[src/rtl/tdew_pkg.sv]
// Types and codes shared by the thread delay and event wait table.
package tdew_pkg;

    localparam logic [2:0] OP_TICK      = 3'd0;
    localparam logic [2:0] OP_EVENT     = 3'd1;
    localparam logic [2:0] OP_START     = 3'd2;
    localparam logic [2:0] OP_ADD_DELAY = 3'd3;
    localparam logic [2:0] OP_SET_WAIT  = 3'd4;
    localparam logic [2:0] OP_END       = 3'd5;
    localparam logic [2:0] OP_STOP_ID   = 3'd6;
    localparam logic [2:0] OP_STOP_ALL  = 3'd7;

    localparam logic [1:0] REL_EQ = 2'd0;
    localparam logic [1:0] REL_LT = 2'd1;
    localparam logic [1:0] REL_GT = 2'd2;
    localparam logic [1:0] REL_NE = 2'd3;

    localparam logic signed [31:0] I32_MAX = 32'sh7fff_ffff;
    localparam logic signed [31:0] I32_MIN = 32'sh8000_0000;

    typedef struct packed {
        logic [2:0]         operation;
        logic [2:0]         slot;
        logic signed [31:0] amount;
        logic [7:0]         event_code;
        logic [1:0]         relation;
        logic signed [31:0] thread_id;
        logic               exclude_self;
    } t_in_item;

    typedef struct packed {
        logic [7:0] run_mask;
        logic [7:0] woken_mask;
        logic [2:0] start_slot;
        logic       ok;
        logic [3:0] active_count;
    } t_out_item;

    typedef struct packed {
        logic               active;
        logic signed [31:0] id;
        logic signed [31:0] delay;
        logic [7:0]         wait_event;
        logic [1:0]         wait_relation;
        logic signed [31:0] wait_argument;
    } t_slot_rec;

endpackage

[src/rtl/thread_delay_event_wait_table_unit.sv]
// Thread slot table: per-slot delays and event waits swept through one slot memory.
// Every item sweeps all slots: a read per cycle, modify and write back in the cycle after.
// The sweep reads the slots in turn through the single read port of the slot memory;
// one item at a time: no new item is accepted until the sweep of the last one is done.
// A finished result waits in the output register while the next item is accepted.
// Reset (synchronous, active low) clears control state and the per-slot written bits,
// so every slot reads as all zero until written; no clearing pass is needed.
module thread_delay_event_wait_table_unit #(
    parameter int SLOTS = 8
) (
    input  logic                i_clk,
    input  logic                i_rst_n,
    input  logic                i_in_valid,
    output logic                o_in_stall,
    input  tdew_pkg::t_in_item  i_in_item,
    output logic                o_out_valid,
    input  logic                i_out_stall,
    output tdew_pkg::t_out_item o_out_item
);
    import tdew_pkg::*;

    localparam int IW = (SLOTS > 1) ? $clog2(SLOTS) : 1;
    localparam int CW = $clog2(SLOTS + 1);
    localparam int MW = (IW > 3) ? IW : 3;
    localparam logic [3:0] FULL_CNT = 4'((SLOTS > 15) ? 15 : SLOTS);

    typedef enum logic [2:0] {
        S_IDLE  = 3'b001,
        S_SWEEP = 3'b010,
        S_HOLD  = 3'b100
    } t_state;

    t_state     r_state;
    t_in_item   r_item;
    logic [CW-1:0] r_rd_cnt;
    logic       r_pv;
    logic [IW-1:0] r_pidx;
    t_slot_rec  r_mem [SLOTS];
    t_slot_rec  r_rdata;
    logic       r_rdata_ok;
    logic [SLOTS-1:0] r_written;
    logic [7:0] r_run;
    logic [7:0] r_woken;
    logic [2:0] r_sslot;
    logic       r_found;
    logic [3:0] r_cnt;
    logic       r_out_valid;
    t_out_item  r_out_item;

    logic       rd_en;
    logic [IW-1:0] rd_idx;
    logic       sweep_done;
    logic       finish;
    logic       out_free;
    logic       in_accept;

    t_slot_rec  cur;
    t_slot_rec  n_rec;
    logic [7:0] n_run;
    logic [7:0] n_woken;
    logic [2:0] n_sslot;
    logic       n_found;
    logic [3:0] n_cnt;
    logic       hit;
    logic       holds;
    logic signed [33:0] diff;
    logic signed [32:0] sum;
    logic signed [31:0] tick_delay;
    logic signed [31:0] add_delay;
    t_out_item  result;

    assign rd_en      = (r_state == S_SWEEP) && (r_rd_cnt < CW'(SLOTS));
    assign rd_idx     = r_rd_cnt[IW-1:0];
    assign sweep_done = (r_state == S_SWEEP) && !rd_en && !r_pv;
    assign finish     = sweep_done || (r_state == S_HOLD);
    assign out_free   = !r_out_valid || !i_out_stall;
    assign in_accept  = i_in_valid && (r_state == S_IDLE);

    assign o_in_stall  = (r_state != S_IDLE);
    assign o_out_valid = r_out_valid;
    assign o_out_item  = r_out_item;

    // Slot update for the entry whose read data has just arrived
    always_comb begin
        cur = r_rdata_ok ? r_rdata : '0;
        hit = MW'(r_item.slot) == MW'(r_pidx);

        diff = 34'(cur.delay) - 34'(r_item.amount);
        if (diff[33]) begin
            tick_delay = '0;
        end else if (diff > 34'sd2147483647) begin
            tick_delay = I32_MAX;
        end else begin
            tick_delay = diff[31:0];
        end

        sum = 33'(cur.delay) + 33'(r_item.amount);
        if (sum[32] != sum[31]) begin
            add_delay = sum[32] ? I32_MIN : I32_MAX;
        end else begin
            add_delay = sum[31:0];
        end

        case (cur.wait_relation)
            REL_EQ:  holds = (r_item.amount == cur.wait_argument);
            REL_LT:  holds = (r_item.amount <  cur.wait_argument);
            REL_GT:  holds = (r_item.amount >  cur.wait_argument);
            default: holds = (r_item.amount != cur.wait_argument);
        endcase

        n_rec   = cur;
        n_run   = r_run;
        n_woken = r_woken;
        n_sslot = r_sslot;
        n_found = r_found;

        unique case (r_item.operation)
            OP_TICK: begin
                if (cur.wait_event == '0) begin
                    if (cur.delay > 32'sd0) begin
                        n_rec.delay = tick_delay;
                    end else if (cur.active) begin
                        n_run = r_run | (8'd1 << r_pidx);
                    end
                end
            end
            OP_EVENT: begin
                if (r_item.event_code != '0 && cur.wait_event == r_item.event_code
                        && holds) begin
                    n_rec.wait_event    = '0;
                    n_rec.wait_argument = '0;
                    n_woken = r_woken | (8'd1 << r_pidx);
                end
            end
            OP_START: begin
                // take only the lowest free slot
                if (!r_found && !cur.active) begin
                    n_rec.active        = 1'b1;
                    n_rec.id            = r_item.thread_id;
                    n_rec.delay         = '0;
                    n_rec.wait_event    = '0;
                    n_rec.wait_relation = '0;
                    n_rec.wait_argument = '0;
                    n_sslot = 3'(r_pidx);
                    n_found = 1'b1;
                end
            end
            OP_ADD_DELAY: begin
                if (hit) begin
                    n_rec.delay = add_delay;
                end
            end
            OP_SET_WAIT: begin
                if (hit) begin
                    n_rec.wait_event    = r_item.event_code;
                    n_rec.wait_relation = r_item.relation;
                    n_rec.wait_argument = r_item.amount;
                end
            end
            OP_END: begin
                if (hit) begin
                    n_rec.active = 1'b0;
                end
            end
            OP_STOP_ID: begin
                if (!(r_item.exclude_self && hit) && cur.id == r_item.thread_id) begin
                    n_rec.active = 1'b0;
                    n_rec.id     = '0;
                    n_rec.delay  = '0;
                end
            end
            default: begin
                n_rec.active = 1'b0;
                n_rec.id     = '0;
                n_rec.delay  = '0;
            end
        endcase

        n_cnt = (r_cnt == 4'd15) ? r_cnt : r_cnt + 4'(n_rec.active);

        result.run_mask     = r_run;
        result.woken_mask   = r_woken;
        result.start_slot   = r_sslot;
        result.ok           = (r_item.operation != OP_START) || r_found;
        result.active_count = r_cnt;
    end

    // Slot memory: read one entry, write back the previous one
    always_ff @(posedge i_clk) begin
        if (r_pv) begin
            r_mem[r_pidx] <= n_rec;
        end
        if (rd_en) begin
            r_rdata <= r_mem[rd_idx];
        end
    end

    always_ff @(posedge i_clk) begin
        if (!i_rst_n) begin
            r_written  <= '0;
            r_rdata_ok <= 1'b0;
        end else begin
            if (r_pv) begin
                r_written[r_pidx] <= 1'b1;
            end
            if (rd_en) begin
                r_rdata_ok <= r_written[rd_idx];
            end
        end
    end

    always_ff @(posedge i_clk) begin
        if (in_accept) begin
            r_item <= i_in_item;
        end
        if (rd_en) begin
            r_pidx <= rd_idx;
        end
        if (in_accept) begin
            r_run   <= '0;
            r_woken <= '0;
            r_sslot <= '0;
            r_cnt   <= '0;
        end else if (r_pv) begin
            r_run   <= n_run;
            r_woken <= n_woken;
            r_sslot <= n_sslot;
            r_cnt   <= n_cnt;
        end
        if (finish && out_free) begin
            r_out_item <= result;
        end
    end

    always_ff @(posedge i_clk) begin
        if (!i_rst_n) begin
            r_state     <= S_IDLE;
            r_rd_cnt    <= '0;
            r_pv        <= 1'b0;
            r_found     <= 1'b0;
            r_out_valid <= 1'b0;
        end else begin
            r_pv <= rd_en;
            if (in_accept) begin
                r_found <= 1'b0;
            end else if (r_pv) begin
                r_found <= n_found;
            end

            unique case (r_state)
                S_IDLE: begin
                    if (in_accept) begin
                        r_rd_cnt <= '0;
                        r_state  <= S_SWEEP;
                    end
                end
                S_SWEEP: begin
                    if (rd_en) begin
                        r_rd_cnt <= r_rd_cnt + CW'(1);
                    end
                    if (sweep_done) begin
                        r_state <= out_free ? S_IDLE : S_HOLD;
                    end
                end
                S_HOLD: begin
                    if (out_free) begin
                        r_state <= S_IDLE;
                    end
                end
                default: begin
                    r_state <= S_IDLE;
                end
            endcase

            // load the result when the output is free, else drop a taken item
            if (finish && out_free) begin
                r_out_valid <= 1'b1;
            end else if (!i_out_stall) begin
                r_out_valid <= 1'b0;
            end
        end
    end

`ifndef NO_ASSERTIONS
    assert property (@(posedge i_clk) disable iff (!i_rst_n)
        (r_pv && rd_en) |-> (r_pidx != rd_idx))
        else $error("slot read and write back collide on one entry");

    assert property (@(posedge i_clk) disable iff (!i_rst_n)
        in_accept |=> (r_state == S_SWEEP) && (r_rd_cnt == '0) && !r_pv)
        else $error("sweep did not start cleanly after accept");

    assert property (@(posedge i_clk) disable iff (!i_rst_n)
        (o_out_valid && !o_out_item.ok) |-> (o_out_item.active_count == FULL_CNT))
        else $error("start failed while a slot was free");
`endif

endmodule
[config.mk]
export PLATFORM = sky130hd
export DESIGN_NAME = thread_delay_event_wait_table_unit
export DESIGN_NICKNAME = d
export VERILOG_FILES = /design/src/rtl/tdew_pkg.sv /design/src/rtl/thread_delay_event_wait_table_unit.sv
export SDC_FILE = /design/constraint.sdc
export NUM_CORES = 1
export LEC_CHECK = 0
export BUFFER_PORTS_ARGS = -buffer_cell sky130_fd_sc_hd__buf_2
export CAP_MARGIN = 0
export CORE_ASPECT_RATIO = 2
export CORE_MARGIN = 2
export CORE_UTILIZATION = 50
export CTS_CLUSTER_SIZE = 8
export DETAILED_ROUTE_END_ITERATION = 8
export GPL_ROUTABILITY_DRIVEN = 1
export HOLD_SLACK_MARGIN = 0.15
export PLACE_DENSITY = 0.66
export SLEW_MARGIN = 10
export SYNTH_ARGS = -nofsm -noshare
export SYNTH_HDL_FRONTEND = slang
export SYNTH_SLANG_ARGS = --single-unit
[constraint.sdc]
create_clock -name i_clk -period 11.5 [get_ports i_clk]
set_input_delay 2.3 -clock i_clk [delete_from_list [all_inputs] [get_ports i_clk]]
set_output_delay 2.3 -clock i_clk [all_outputs]
set_load 0.03 [all_outputs]
==> impl.org <==
** Status
- Run status :: complete, no violations

** CTS
- The clock passes through at most 3 buffers.
- The clock net in this run drives a total of 1113 sinks.
- The clock reaches the later pin of the worst-skew pair after 0.78 ns.
- Hold Buf Count CTS :: 0
- Buffer cell driving the clock tree root :: sky130_fd_sc_hd__clkbuf_16
- After clock tree synthesis, the setup repair step added 0 buffers.
- The clock tree synthesis step divided the H-tree into 4 levels.
- Counting the buffers created by CTS gives 157.
- After clock tree synthesis, the clock-pin slew on the worst setup and hold paths is 0.05 ns.
- # resized after CTS :: 0
- CTS tree :: done

** Logic synthesis
- The cell count after synthesis came out at 3115.
- Cell with the most instances after synthesis :: sky130_fd_sc_hd__edfxtp_1
- Yosys printed 0 warnings.
- For this run, the leading register cell type out of synthesis is sky130_fd_sc_hd__edfxtp_1.
- Area share of the leading cell type in the synthesized netlist :: 65.17%
- Ranked by instance count, the synthesized netlist is headed by sky130_fd_sc_hd__edfxtp_1, sky130_fd_sc_hd__mux4_2, sky130_fd_sc_hd__nand2_1.
- Fraction of the yosys area taken by sequential cells :: 66.88%
- Mapped Nets :: 3278
- Synth Area per Inst :: 15.84 µm²
- The synthesized design spends more area on one cell type than any other, namely sky130_fd_sc_hd__edfxtp_1.
- Counting flops and latches in the post-synthesis netlist gives 1113.
- In this run, synthesis inferred 1071 flip-flops with an integrated enable.
- In the synthesized netlist the async set-or-reset flop fraction comes to 0%.
- Summing every instance area after synthesis gives 49350 µm².
- By area the synthesized netlist is led by sky130_fd_sc_hd__edfxtp_1, sky130_fd_sc_hd__mux4_2, sky130_fd_sc_hd__mux2_2.
- After synthesis, the netlist uses 98 different library cells.

** GRT
- The via count of the first global-routing pass came to 30770.
- Antenna violations before repair :: 10
- Maximum number of pins on one net before global-route repair :: 161
- Global routing used 26.80% of the available tracks.
- The first global-routing pass estimated 195100 µm of wire.
- Global routing finished with a remaining overflow of 0.

** Die
- Area enclosed by the die boundary :: 101400 µm²
- Total number of placement rows :: 163
- Width of the die :: 226.1 µm
- CORE AREA :: 98300 µm²
- The floorplan step set the die height to 448.3 µm.
- Once the floorplan was initialized, standard cells occupied 50.20% of the core.
- Number of top-level design ports :: 111

** Placement
- Port buffer count :: 110
- After legalization and detailed placement, the total HPWL measured 82420 µm.
- At the end of routability-driven placement, the weighted congestion stood at 0.9559.

** Setup path
- Chain of cells forming the critical path :: buf_4, and2_1, ha_1, nor2_1, a21oi_1, o21bai_1, a21oi_1, nor2_1, a21oi_1, o2111ai_1, a311o_1, a21oi_2, xor2_1, ha_2, buf_4, a21oi_2, and2b_1, o22ai_1, o21ai_0
- Critical path's largest stage delay :: 0.82 ns
- Data arrival time of the critical path :: 7.44 ns
- Required time of the critical path :: 11.95 ns
- Highest fanout seen on the critical path :: 73
- The worst register-to-register path has a depth of 19.
- Grouping stages by cell kind, the critical path spends the most delay in compound AO/OA/AOI/OAI gates.
- The worst setup path is launched from a flop.
- In this design, the critical path's most frequently occurring cell is sky130_fd_sc_hd__a21oi_1.
- Worst path depth :: 19
- Worst Path Buf+Inv :: 2
- Kind of end point of the critical path :: flop
- The worst setup path is of the flop to flop kind.
- Highest-delay cell along the critical path :: sky130_fd_sc_hd__dfxtp_4

** STA
- At the pin with the least slew margin, the transition time is 1.198 ns.
- Tmin final :: 6.995 ns
- Fmax :: 143.0 MHz
- Final-report max-slew violation count :: 0
- The final-report hold violation count is 0.
- Unrepaired setup endpoints after global routing :: false
- Aggregate negative setup slack :: 0 ns
- Setup violations remaining at the end of the flow were counted as 0.
- The worst path uses 60.83% of the clock period.
- Worst rel slew slack :: 19.37%
- On the final layout, the worst clock skew is 0.03352 ns.

** Power and ir drop
- Leakage power :: 17.10 nW
- Maximum resistive drop on vdd :: 0.2070 mV
- For this design the ratio of total power to cell area is 163.8 nW/µm².

** Final layout
- Final design utilization :: 56.61%
- The net count of the finished layout is 3406.
- The filler cells instantiated in the layout total 7689.
- Of the cells placed in the final design, the portion with a size suffix greater than 1 is 21.56%.
- Layout-stage area growth over the synthesis result :: 12.77%

** Detailed routing
- For this block, the routed nets add up to 133900 µm of wire.
- In this run the remaining antenna-violating nets after routing total 0.
- Using the TritonRoute via totals, the vias-per-cell ratio works out to 6.376.
- After detailed routing, the average wire length per cell comes to 29.05 µm.
- The first detailed-routing pass took 6 iterations.
- DRC :: 0
- The first routing iteration left 2253 violations.
- Summing over every cut layer, the via total after detailed routing is 29400.

** Job
- The tool flagged a number of max-cap violations equal to 0.

** Worst hold path
- The min-delay analysis places its worst path in the category flop to flop.
- Hold path cells :: 0
worst reg2reg max path, stage by stage, from the launching register on:
cell                        delay [ns]
sky130_fd_sc_hd__dfxtp_4          0.82
sky130_fd_sc_hd__buf_4            0.72
sky130_fd_sc_hd__and2_1           0.29
sky130_fd_sc_hd__ha_1             0.44
sky130_fd_sc_hd__nor2_1           0.11
sky130_fd_sc_hd__a21oi_1          0.16
sky130_fd_sc_hd__o21bai_1         0.09
sky130_fd_sc_hd__a21oi_1          0.16
sky130_fd_sc_hd__nor2_1           0.07
sky130_fd_sc_hd__a21oi_1          0.19
sky130_fd_sc_hd__o2111ai_1        0.18
sky130_fd_sc_hd__a311o_1          0.37
sky130_fd_sc_hd__a21oi_2          0.20
sky130_fd_sc_hd__xor2_1           0.17
sky130_fd_sc_hd__ha_2             0.29
sky130_fd_sc_hd__buf_4            0.29
sky130_fd_sc_hd__a21oi_2          0.61
sky130_fd_sc_hd__and2b_1          0.67
sky130_fd_sc_hd__o22ai_1          0.17
sky130_fd_sc_hd__o21ai_0          0.68
power by group:
group          leakage, nW  internal (mW)  switching (mW)
combinational         5.33          0.143           0.281
clock                 2.10           2.47            1.68
sequential            9.67           4.47          0.0653
total                 17.1           7.09            2.03
worst paths after layout:
| check | from | end | slack, ns |
|---|---|---|---|
| worst max-delay path | r_rdata_ok | r_mem[5][46] | 4.50 |
| worst min-delay path | r_woken[0] | o_out_item[8] | 0.42 |
| worst max register to register | r_rdata_ok | r_mem[5][46] | 4.50 |
| worst min register to register | r_woken[0] | o_out_item[8] | 0.42 |
layout make-up:
type	instances	area (µm²)	share of cell area, %
Antenna cell	2	5.005	0.008994
Clock buffer	191	4078	7.328
Clock inverter	14	282.8	0.5081
Inverter	64	242.7	0.4362
Multi-Input combinational cell	1752	15430	27.73
Sequential cell	1113	33020	59.33
Tap cell	1320	1652	2.968
Timing Repair Buffer	155	938.4	1.686
layer usage:
layer | vias to the layer above | routed length [µm] | global-route usage (%)
met5 | - | 98 | 0
met4 | 16 | 7925 | 15.19
met3 | 406 | 7064 | 4.570
met2 | 1170 | 72670 | 49.47
met1 | 15160 | 46190 | 28.72
li1 | 12650 | - | -
state kept, by name, summed over array words and instances (netlist names), 8 cells and up:
name / cells
o_out_item: 24
r_item: 81
r_woken: 8
r_mem: 856
r_written: 8
r_run: 8
r_rdata: 107
kinds of logic (layout without fill, tap and decap cells):
family / after synthesis / in the layout / share of synthesized area (%)
buffers and inverters: 250 / 424 / 2.077
other: 0 / 2 / 0
muxes: 329 / 329 / 12.42
and+or+nand+nor: 619 / 619 / 6.042
adders and majority gates: 91 / 91 / 2.246
DFF: 1113 / 1113 / 66.88
AOI/OAI and AO/OA: 614 / 614 / 8.565
xor gates and xnor gates: 99 / 99 / 1.772
stage by stage:
| stage | hold WS, ns | instance area [µm²] | worst slack (ns) | instances | total power, mW |
|---|---|---|---|---|---|
| 2_1_floorplan | 0.4081 | 49350 | 2.128 | 3115 | 4.868 |
| 3_3_place_gp | 0.4240 | 51280 | 4.709 | 4404 | 5.024 |
| 3_5_place_dp | 0.4155 | 51280 | 4.615 | 4404 | 5.031 |
| 4_1_cts | 0.4171 | 55640 | 4.605 | 4609 | 9.179 |
| 5_1_grt | 0.4340 | 55650 | 4.125 | 4610 | 9.370 |
| 6_report | 0.4160 | 55650 | 4.505 | 4611 | 9.116 |
cells in the final DEF (no fill, tap or decap), types with 19 or more instances in the layout:
cell and count:
sky130_fd_sc_hd__buf_4 41, sky130_fd_sc_hd__mux4_2 216, sky130_fd_sc_hd__nand3_1 41, sky130_fd_sc_hd__nand2_1 203
sky130_fd_sc_hd__a21oi_1 129, sky130_fd_sc_hd__clkbuf_16 158, sky130_fd_sc_hd__mux2_2 107, sky130_fd_sc_hd__nor2_1 140
sky130_fd_sc_hd__xnor2_1 76, sky130_fd_sc_hd__nor2b_1 24, sky130_fd_sc_hd__a32o_1 19, sky130_fd_sc_hd__o211ai_1 52
sky130_fd_sc_hd__nand2b_1 28, sky130_fd_sc_hd__o21ai_0 114, sky130_fd_sc_hd__buf_2 110, sky130_fd_sc_hd__clkbuf_1 33
sky130_fd_sc_hd__and2_1 27, sky130_fd_sc_hd__a21o_1 19, sky130_fd_sc_hd__a22oi_1 20, sky130_fd_sc_hd__dfxtp_1 38
sky130_fd_sc_hd__nand4_1 22, sky130_fd_sc_hd__o32ai_1 23, sky130_fd_sc_hd__ha_1 77, sky130_fd_sc_hd__xor2_1 22
sky130_fd_sc_hd__a31oi_1 41, sky130_fd_sc_hd__edfxtp_1 1071, sky130_fd_sc_hd__nor3_1 39, sky130_fd_sc_hd__inv_1 60
No activity file was read; power rests on OpenSTA's default activity.
